===== config.mk =====
export PLATFORM = sky130hd
export DESIGN_NAME = framed_packet_byte_parser_unit
export DESIGN_NICKNAME = d
export VERILOG_FILES = /design/src/hw/rtl/fpbp_pkg.sv /design/src/hw/rtl/fpbp_ctrl.sv /design/src/hw/rtl/fpbp_datapath.sv /design/src/hw/rtl/framed_packet_byte_parser_unit.sv
export VERILOG_INCLUDE_DIRS = /design/src /design/src/hw/rtl
export SDC_FILE = /design/constraint.sdc
export NUM_CORES = 1
export LEC_CHECK = 0
export ABC_CLOCK_PERIOD_IN_PS = 6450
export BUFFER_PORTS_ARGS = -buffer_cell sky130_fd_sc_hd__buf_4
export CELL_PAD_IN_SITES_DETAIL_PLACEMENT = 0
export CELL_PAD_IN_SITES_GLOBAL_PLACEMENT = 1
export CORE_UTILIZATION = 25
export CTS_CLUSTER_DIAMETER = 50
export DETAILED_ROUTE_END_ITERATION = 12
export GPL_TIMING_DRIVEN = 0
export PLACE_DENSITY_LB_ADDON = 0.2
export SLEW_MARGIN = 25
export SYNTH_ARGS = -nofsm -noshare
export SYNTH_HDL_FRONTEND = slang
export SYNTH_HIERARCHICAL = 1
export SYNTH_SLANG_ARGS = --single-unit
export TNS_END_PERCENT = 1

===== constraint.sdc =====
create_clock -name clk -period 6.45 [get_ports clk]
set_input_delay 1.29 -clock clk [delete_from_list [all_inputs] [get_ports clk]]
set_output_delay 1.29 -clock clk [all_outputs]
set_load 0.05 [all_outputs]

===== src/hw/rtl/framed_packet_byte_parser_unit_assert.svh =====
// Assertion macros for the framed packet byte parser.
// Used by the top level; no other dependencies.
`ifndef FRAMED_PACKET_BYTE_PARSER_UNIT_ASSERT_SVH
`define FRAMED_PACKET_BYTE_PARSER_UNIT_ASSERT_SVH
`ifndef NO_ASSERTIONS
// Same-cycle implication, checked on every clk edge outside reset.
`define FPBP_ASSERT_NOW(label, ante, cons) \
  label: assert property (@(posedge clk) disable iff (rst) (ante) |-> (cons)) \
    else $error("framed packet parser check failed");
// Next-cycle implication, checked on every clk edge outside reset.
`define FPBP_ASSERT_NEXT(label, ante, cons) \
  label: assert property (@(posedge clk) disable iff (rst) (ante) |=> (cons)) \
    else $error("framed packet parser check failed");
`else
`define FPBP_ASSERT_NOW(label, ante, cons)
`define FPBP_ASSERT_NEXT(label, ante, cons)
`endif
`endif


===== src/hw/rtl/fpbp_pkg.sv =====
// Shared constants and control/status types for the framed packet parser.
// No dependencies.
`timescale 1ns / 1ps
package fpbp_pkg;

  localparam int MAX_LEN = 16;
  localparam int IDX_W   = $clog2(MAX_LEN);
  localparam int LEN_W   = $clog2(MAX_LEN + 1);

  localparam logic [7:0] BYTE_START = 8'hAA;
  localparam logic [7:0] BYTE_END   = 8'h55;

  // Commands from the controller to the datapath
  typedef struct packed {
    logic clear_sum;
    logic take_cmd;
    logic take_len;
    logic take_data;
    logic emit_load;
  } fpbp_cmd_t;

  // Status from the datapath to the controller
  typedef struct packed {
    logic byte_is_start;
    logic byte_is_end;
    logic len_too_big;
    logic rx_len_zero;
    logic data_done;
    logic sum_match;
    logic emit_last;
    logic load_ok;
  } fpbp_stat_t;

endpackage


===== src/hw/rtl/fpbp_ctrl.sv =====
// Frame parser controller: phase state machine issuing datapath commands.
// Depends on fpbp_pkg.
`timescale 1ns / 1ps
module fpbp_ctrl (
  input  logic               clk,
  input  logic               rst,
  input  logic               in_valid,
  output logic               in_ready,
  input  fpbp_pkg::fpbp_stat_t stat,
  output fpbp_pkg::fpbp_cmd_t  cmd
);

  localparam logic [2:0] ST_START = 3'd0;
  localparam logic [2:0] ST_CMD   = 3'd1;
  localparam logic [2:0] ST_LEN   = 3'd2;
  localparam logic [2:0] ST_DATA  = 3'd3;
  localparam logic [2:0] ST_SUM   = 3'd4;
  localparam logic [2:0] ST_END   = 3'd5;
  localparam logic [2:0] ST_EMIT  = 3'd6;

  logic [2:0] state;
  logic [2:0] state_next;
  logic       in_fire;

  assign in_ready = (state != ST_EMIT);
  assign in_fire  = in_valid && in_ready;

  // Decode phase and incoming byte into commands and next phase
  always_comb begin
    state_next = state;
    cmd        = '0;
    unique case (state)
      ST_CMD: begin
        if (in_fire) begin
          cmd.take_cmd = 1'b1;
          state_next   = ST_LEN;
        end
      end
      ST_LEN: begin
        if (in_fire) begin
          if (stat.len_too_big) begin
            state_next = ST_START;
          end else begin
            cmd.take_len = 1'b1;
            state_next   = stat.rx_len_zero ? ST_SUM : ST_DATA;
          end
        end
      end
      ST_DATA: begin
        if (in_fire) begin
          cmd.take_data = 1'b1;
          if (stat.data_done) state_next = ST_SUM;
        end
      end
      ST_SUM: begin
        if (in_fire) state_next = stat.sum_match ? ST_END : ST_START;
      end
      ST_END: begin
        if (in_fire) state_next = stat.byte_is_end ? ST_EMIT : ST_START;
      end
      ST_EMIT: begin
        // Load one result per free slot of the output register
        if (stat.load_ok) begin
          cmd.emit_load = 1'b1;
          if (stat.emit_last) state_next = ST_START;
        end
      end
      default: begin
        // Wait for a start byte; unused codes behave the same
        if (in_fire) begin
          if (stat.byte_is_start) begin
            cmd.clear_sum = 1'b1;
            state_next    = ST_CMD;
          end else begin
            state_next = ST_START;
          end
        end
      end
    endcase
  end

  always_ff @(posedge clk) begin
    if (rst) begin
      state <= ST_START;
    end else begin
      state <= state_next;
    end
  end

endmodule


===== src/hw/rtl/fpbp_datapath.sv =====
// Frame parser datapath: checksum, counters, held header, payload store
// and the output result register. Depends on fpbp_pkg.
`timescale 1ns / 1ps
module fpbp_datapath (
  input  logic                        clk,
  input  logic                        rst,
  input  logic [7:0]                  rx_byte,
  input  fpbp_pkg::fpbp_cmd_t         cmd,
  output fpbp_pkg::fpbp_stat_t        stat,
  output logic                        out_valid,
  input  logic                        out_ready,
  output logic [7:0]                  command,
  output logic [fpbp_pkg::LEN_W-1:0]  frame_length,
  output logic [fpbp_pkg::IDX_W-1:0]  byte_index,
  output logic [7:0]                  payload_byte,
  output logic                        has_payload,
  output logic                        last
);

  logic [7:0]                 running_sum;
  logic [fpbp_pkg::LEN_W-1:0] payload_count;
  logic [fpbp_pkg::LEN_W-1:0] count_inc;
  logic [7:0]                 held_command;
  logic [fpbp_pkg::LEN_W-1:0] held_length;
  logic [fpbp_pkg::IDX_W-1:0] emit_idx;
  logic [fpbp_pkg::LEN_W-1:0] emit_inc;
  logic                       emit_last;
  logic [7:0]                 payload_store [fpbp_pkg::MAX_LEN];

  assign count_inc = payload_count + fpbp_pkg::LEN_W'(1);
  assign emit_inc  = {1'b0, emit_idx} + fpbp_pkg::LEN_W'(1);
  assign emit_last = (held_length == '0) || (emit_inc == held_length);

  // Status towards the controller
  always_comb begin
    stat.byte_is_start = (rx_byte == fpbp_pkg::BYTE_START);
    stat.byte_is_end   = (rx_byte == fpbp_pkg::BYTE_END);
    stat.len_too_big   = (rx_byte > 8'(fpbp_pkg::MAX_LEN));
    stat.rx_len_zero   = (rx_byte == 8'd0);
    stat.data_done     = (count_inc >= held_length);
    stat.sum_match     = (rx_byte == running_sum);
    stat.emit_last     = emit_last;
    stat.load_ok       = !out_valid || out_ready;
  end

  // Accumulate checksum and hold header fields
  always_ff @(posedge clk) begin
    if (rst) begin
      running_sum   <= '0;
      payload_count <= '0;
      held_command  <= '0;
      held_length   <= '0;
      emit_idx      <= '0;
    end else begin
      if (cmd.clear_sum) running_sum <= '0;
      if (cmd.take_cmd || cmd.take_len || cmd.take_data) begin
        running_sum <= running_sum + rx_byte;
      end
      if (cmd.take_cmd) held_command <= rx_byte;
      if (cmd.take_len) begin
        held_length   <= rx_byte[fpbp_pkg::LEN_W-1:0];
        payload_count <= '0;
        emit_idx      <= '0;
      end
      if (cmd.take_data) payload_count <= count_inc;
      if (cmd.emit_load) emit_idx <= emit_inc[fpbp_pkg::IDX_W-1:0];
    end
  end

  // Write payload bytes into the store
  always_ff @(posedge clk) begin
    if (cmd.take_data) begin
      payload_store[payload_count[fpbp_pkg::IDX_W-1:0]] <= rx_byte;
    end
  end

  // Output register: load a result, drop valid once taken
  always_ff @(posedge clk) begin
    if (rst) begin
      out_valid <= 1'b0;
    end else if (cmd.emit_load) begin
      out_valid <= 1'b1;
    end else if (out_ready) begin
      out_valid <= 1'b0;
    end
  end

  always_ff @(posedge clk) begin
    if (cmd.emit_load) begin
      command      <= held_command;
      frame_length <= held_length;
      byte_index   <= emit_idx;
      has_payload  <= (held_length != '0);
      last         <= emit_last;
      payload_byte <= (held_length != '0) ? payload_store[emit_idx] : 8'd0;
    end
  end

endmodule


===== src/hw/rtl/framed_packet_byte_parser_unit.sv =====
// Usage: one received byte per input item (in_valid/in_ready, rx_byte).
// Frames are 0xAA, command, length, payload, additive checksum, 0x55.
// Results leave on out_valid/out_ready with command, frame_length,
// byte_index, payload_byte, has_payload and last.
// An input byte is taken whenever in_valid is high while the parser scans.
// After a good end byte the parser enters its emit phase and loads the
// output register with one result at a time (n results, or one for an
// empty frame), each once the register is free, taking no input byte
// during that run. The single output register paces the run.
// A bad length, checksum or end byte drops the frame without a result.
// When the receiver stalls, the current result holds and the run pauses;
// after the last result is loaded, input is taken again even while that
// result still waits. Reset returns the parser to hunting for 0xAA
// with no result pending; the payload store is not cleared.
// Depends on fpbp_pkg, fpbp_ctrl, fpbp_datapath and the assertion header.
`timescale 1ns / 1ps
`include "framed_packet_byte_parser_unit_assert.svh"
module framed_packet_byte_parser_unit (
  input  logic                        clk,
  input  logic                        rst,
  input  logic                        in_valid,
  output logic                        in_ready,
  input  logic [7:0]                  rx_byte,
  output logic                        out_valid,
  input  logic                        out_ready,
  output logic [7:0]                  command,
  output logic [fpbp_pkg::LEN_W-1:0]  frame_length,
  output logic [fpbp_pkg::IDX_W-1:0]  byte_index,
  output logic [7:0]                  payload_byte,
  output logic                        has_payload,
  output logic                        last
);

  fpbp_pkg::fpbp_cmd_t  cmd;
  fpbp_pkg::fpbp_stat_t stat;

  // Phase controller
  fpbp_ctrl u_ctrl (
    .clk      (clk),
    .rst      (rst),
    .in_valid (in_valid),
    .in_ready (in_ready),
    .stat     (stat),
    .cmd      (cmd)
  );

  // Checksum, store and result register
  fpbp_datapath u_datapath (
    .clk          (clk),
    .rst          (rst),
    .rx_byte      (rx_byte),
    .cmd          (cmd),
    .stat         (stat),
    .out_valid    (out_valid),
    .out_ready    (out_ready),
    .command      (command),
    .frame_length (frame_length),
    .byte_index   (byte_index),
    .payload_byte (payload_byte),
    .has_payload  (has_payload),
    .last         (last)
  );

  // A pending non-final result means the run is still going
  `FPBP_ASSERT_NOW(a_run_blocks_input, out_valid && !last, !in_ready)
  // The final payload result sits at the end of the frame
  `FPBP_ASSERT_NOW(a_last_index, out_valid && last && has_payload,
    ({1'b0, byte_index} + fpbp_pkg::LEN_W'(1)) == frame_length)
  // An empty-frame result is a single zero entry
  `FPBP_ASSERT_NOW(a_empty_frame, out_valid && !has_payload,
    (frame_length == '0) && last && (payload_byte == 8'd0) && (byte_index == '0))
  // Payload results never come from a zero-length frame
  `FPBP_ASSERT_NOW(a_payload_len, out_valid && has_payload, frame_length != '0)

endmodule

==> impl_metrics.csv <==
group,metric,value,unit
sta,min_period,3800,ps
global_route,grt_start_max_net_pins,25,
job,maxCapViolations,0,
setup_path,cp.required,6770,ps
final_layout,seqCellArea,5340,um^2
yosys,synth_cells,501,
yosys,synth-seq-area-share,67.1,%
yosys,synthesis.area,7950,um^2
sta,fin_ws,2650,ps
global_route,antenna_found_initial,0,
place,io_buffers,40,
yosys,synth_top_area_cell,"edfxtp_1",
final_layout,multi_input_area,2450,um^2
drt,routed_wl,18600,um
yosys,synth.top_cell.area_share,58.6,%
die,pin_count,41,
pwr,leakage,3.07,nW
cts,worstSkewPairLatency,430,ps
yosys,synth_seq_cells,189,
sta,final_hold_viol_count,0,
pwr,p_sw,0.000552,W
pwr,power_frac_clock,42.1,%
sta,slew_violations,0,
sta,finalSetupViolations,0,
setup_path,arrival,4120,ps
yosys,synth_cell_types,50,
final_layout,layout.nets,595,
die,die_w,180,um
die,rows,64,
worst_hold_path,min_path_type,"flop to flop",
die,start_util,25.7,%
yosys,syn_area_per_cell,15.9,um^2
place,place_hpwl,12600,um
drt,drc_errors,0,
drt,via_count,4435,
yosys,yosysWarningCount,6,
pwr,pwr-share-seq,54.0,%
sta,fin_crit_sh,58.9,%
drt,antenna_left,0,
cts,post_cts_buffers,0,
setup_path,worstPathMaxFanout,22,
drt,via_per_inst,4.55,
setup_path,rr_worst_depth,12,
cts,cts_tree,"done",
drt,drt-wirelength-per-cell,19.1,um
sta,holdWs,438,ps
final_layout,fillerInstances,3106,
cts,cts-buffers-inserted,17,
cts,cts-root-buf,"clkbuf_16",
place,globalplace.congestion,0.741,
pwr,pwr-share-comb,3.9,%
global_route,track_usage,12.0,%
cts,cts_resized,0,
yosys,synth_area_leaders,"edfxtp_1 (59%), mux4_2 (11%), dfxtp_1 (8.6%)",
outcome,outcome,"finished, final reports clean",
sta,slew_headroom,40.6,%
global_route,grt_pass1_vias,4555,
global_route,overflow,0,
pwr,vdd_drop_max,174,uV
yosys,synth_edf_count,155,
cts,postCtsHoldBufs,0,
final_layout,drive_above_1_share,23.2,%
pwr,p_int,0.00190,W
final_layout,antenna_cells,0,
global_route,grt_pass1_wl,28400,um
die,die_area,32500,um^2
sta,fin_tns_setup,0,ps
drt,dr.pass1.iters,4,
sta,fin_skew,13.7,ps
yosys,synthTopCellsByCount,"edfxtp_1 (155), nor2_1 (48), mux4_2 (40)",
worst_hold_path,min_delay_path_depth,0,
cts,clkTransAtPathRegs,80,ps
yosys,syn_nets,531,
pwr,p_total,0.00245,W
sta,max_clock_freq,263,MHz
die,coreArea,30900,um^2
yosys,ys.flop_type,"edfxtp_1",
sta,worstMarginPinSlew,888,ps
cts,cts.path.max_buffers,2,
yosys,async_flop_share,0,%
setup_path,worst_setup_path_end_kind,"flop",
sta,rsz0062_at_grt,"false",
pwr,p_per_area,260,nW/um^2
die,die_y,180,um
place,preCtsSetupSlack,2220,ps
cts,clock_sinks,189,
setup_path,crit_type,"input port to flop",
yosys,synth_most_common_cell,"edfxtp_1",
final_layout,area_growth,18.5,%
setup_path,worst_setup_path_start_kind,"input port",
cts,cts_max_level,4,
pwr,swShare,22.5,%
drt,drtIter0Drc,335,
sequential cells by signal (all words and copies together) (netlist names):
register	cells
u_datapath/payload_store	128
u_datapath/command	8
u_datapath/held_command	8
u_datapath/payload_byte	8
u_datapath/running_sum	8
u_datapath/frame_length	5
u_datapath/held_length	5
u_datapath/payload_count	5
u_datapath/byte_index	4
u_datapath/emit_idx	4
u_ctrl/state	3
u_datapath/has_payload	1
u_datapath/last	1
u_datapath/out_valid	1
kinds of logic (layout without fill, tap and decap cells):
group / count (synthesis) / after routing / synth area share, %
muxes: 59 / 59 / 13.8
DFF: 189 / 189 / 67.1
AOI/OAI and AO/OA: 54 / 54 / 4.41
adders and majority gates: 18 / 18 / 2.93
and+or+nand+nor: 130 / 130 / 8.03
xor gates and xnor gates: 12 / 12 / 1.32
buffers and inverters: 39 / 116 / 2.38
stage by stage:
step	std cells	utilization (%)	area, um^2
2_1_floorplan	501	-	7950
3_3_place_gp	937	28.3	8740
3_5_place_dp	942	28.6	8840
4_1_cts	974	30.5	9420
5_1_grt	974	30.5	9420
6_report	974	30.5	9420
layout make-up:
type                    count  share of cell area, %
clock buffers              17                   4.52
clock inverters            15                   1.62
repair buffers             45                   3.92
plain buffers              25                   1.45
multi-input cells         273                   26.0
flip-flops and latches    189                   56.7
inverters                  14                  0.558
well taps                 396                   5.26
worst max-delay path, stage by stage:
cell	delay [ps]
buf_4	210
or4_1	590
nor3_1	160
o21bai_1	120
nor4_1	500
nor3_1	170
or4_1	500
o221ai_1	220
mux2_1	340
cell usage in the layout (no fill, tap or decap), types with 3 or more instances in the layout:
| cell type | Yosys | final |
|---|---|---|
| xor2_1 | 4 | 4 |
| buf_2 | 4 | 4 |
| mux4_2 | 40 | 40 |
| nand2b_1 | 7 | 7 |
| nand2_1 | 16 | 16 |
| nor3_1 | 14 | 10 |
| nor2b_1 | 11 | 11 |
| or4_1 | 4 | 4 |
| buf_6 | 4 | 7 |
| clkbuf_1 | 13 | 13 |
| xnor2_1 | 8 | 8 |
| inv_6 | 0 | 3 |
| a211oi_1 | 4 | 4 |
| buf_4 | 2 | 43 |
| a21oi_1 | 19 | 19 |
| nand3_1 | 12 | 12 |
| dfxtp_1 | 34 | 34 |
| mux2i_1 | 16 | 16 |
| clkbuf_16 | 0 | 17 |
| nor3_2 | 0 | 4 |
| a21o_1 | 7 | 7 |
| inv_8 | 0 | 4 |
| edfxtp_1 | 155 | 155 |
| o21ai_0 | 6 | 6 |
| nor4_1 | 3 | 3 |
| ha_1 | 17 | 17 |
| nor2_1 | 48 | 47 |
| inv_1 | 13 | 13 |
| nor3b_1 | 5 | 5 |
worst paths after layout:
kind	end	slack, ps	start
worst max register to register	u_ctrl/state[0]	3480	u_datapath/emit_idx[1]
worst min-delay path	u_datapath/command[3]	440	u_datapath/held_command[3]
worst max-delay path	u_datapath/running_sum[7]	2650	rx_byte[7]
worst min register to register	u_datapath/command[3]	440	u_datapath/held_command[3]
layer usage:
metal / up-vias / part of all wire [%] / GRT usage [%]
met5: - / 0 / 0
met1: 2272 / 48 / 16.5
met2: 77 / 47 / 19.2
met3: 17 / 3.5 / 1.98
met4: 0 / 1.3 / 4.07
li1: 2069 / - / -
power groups by stage:
stage / Sequential [W] / Clock (W) / Combinational, W
6_report: 0.00132 / 0.00103 / 0.0000952
3_5_place_dp: 0.00135 / 0 / 0.0000971
2_1_floorplan: 0.00136 / 0 / 0.0000475
3_3_place_gp: 0.00135 / 0 / 0.0000947
4_1_cts: 0.00132 / 0.00106 / 0.0000974
5_1_grt: 0.00132 / 0.00110 / 0.000105
No activity file was read; power rests on OpenSTA's default activity.
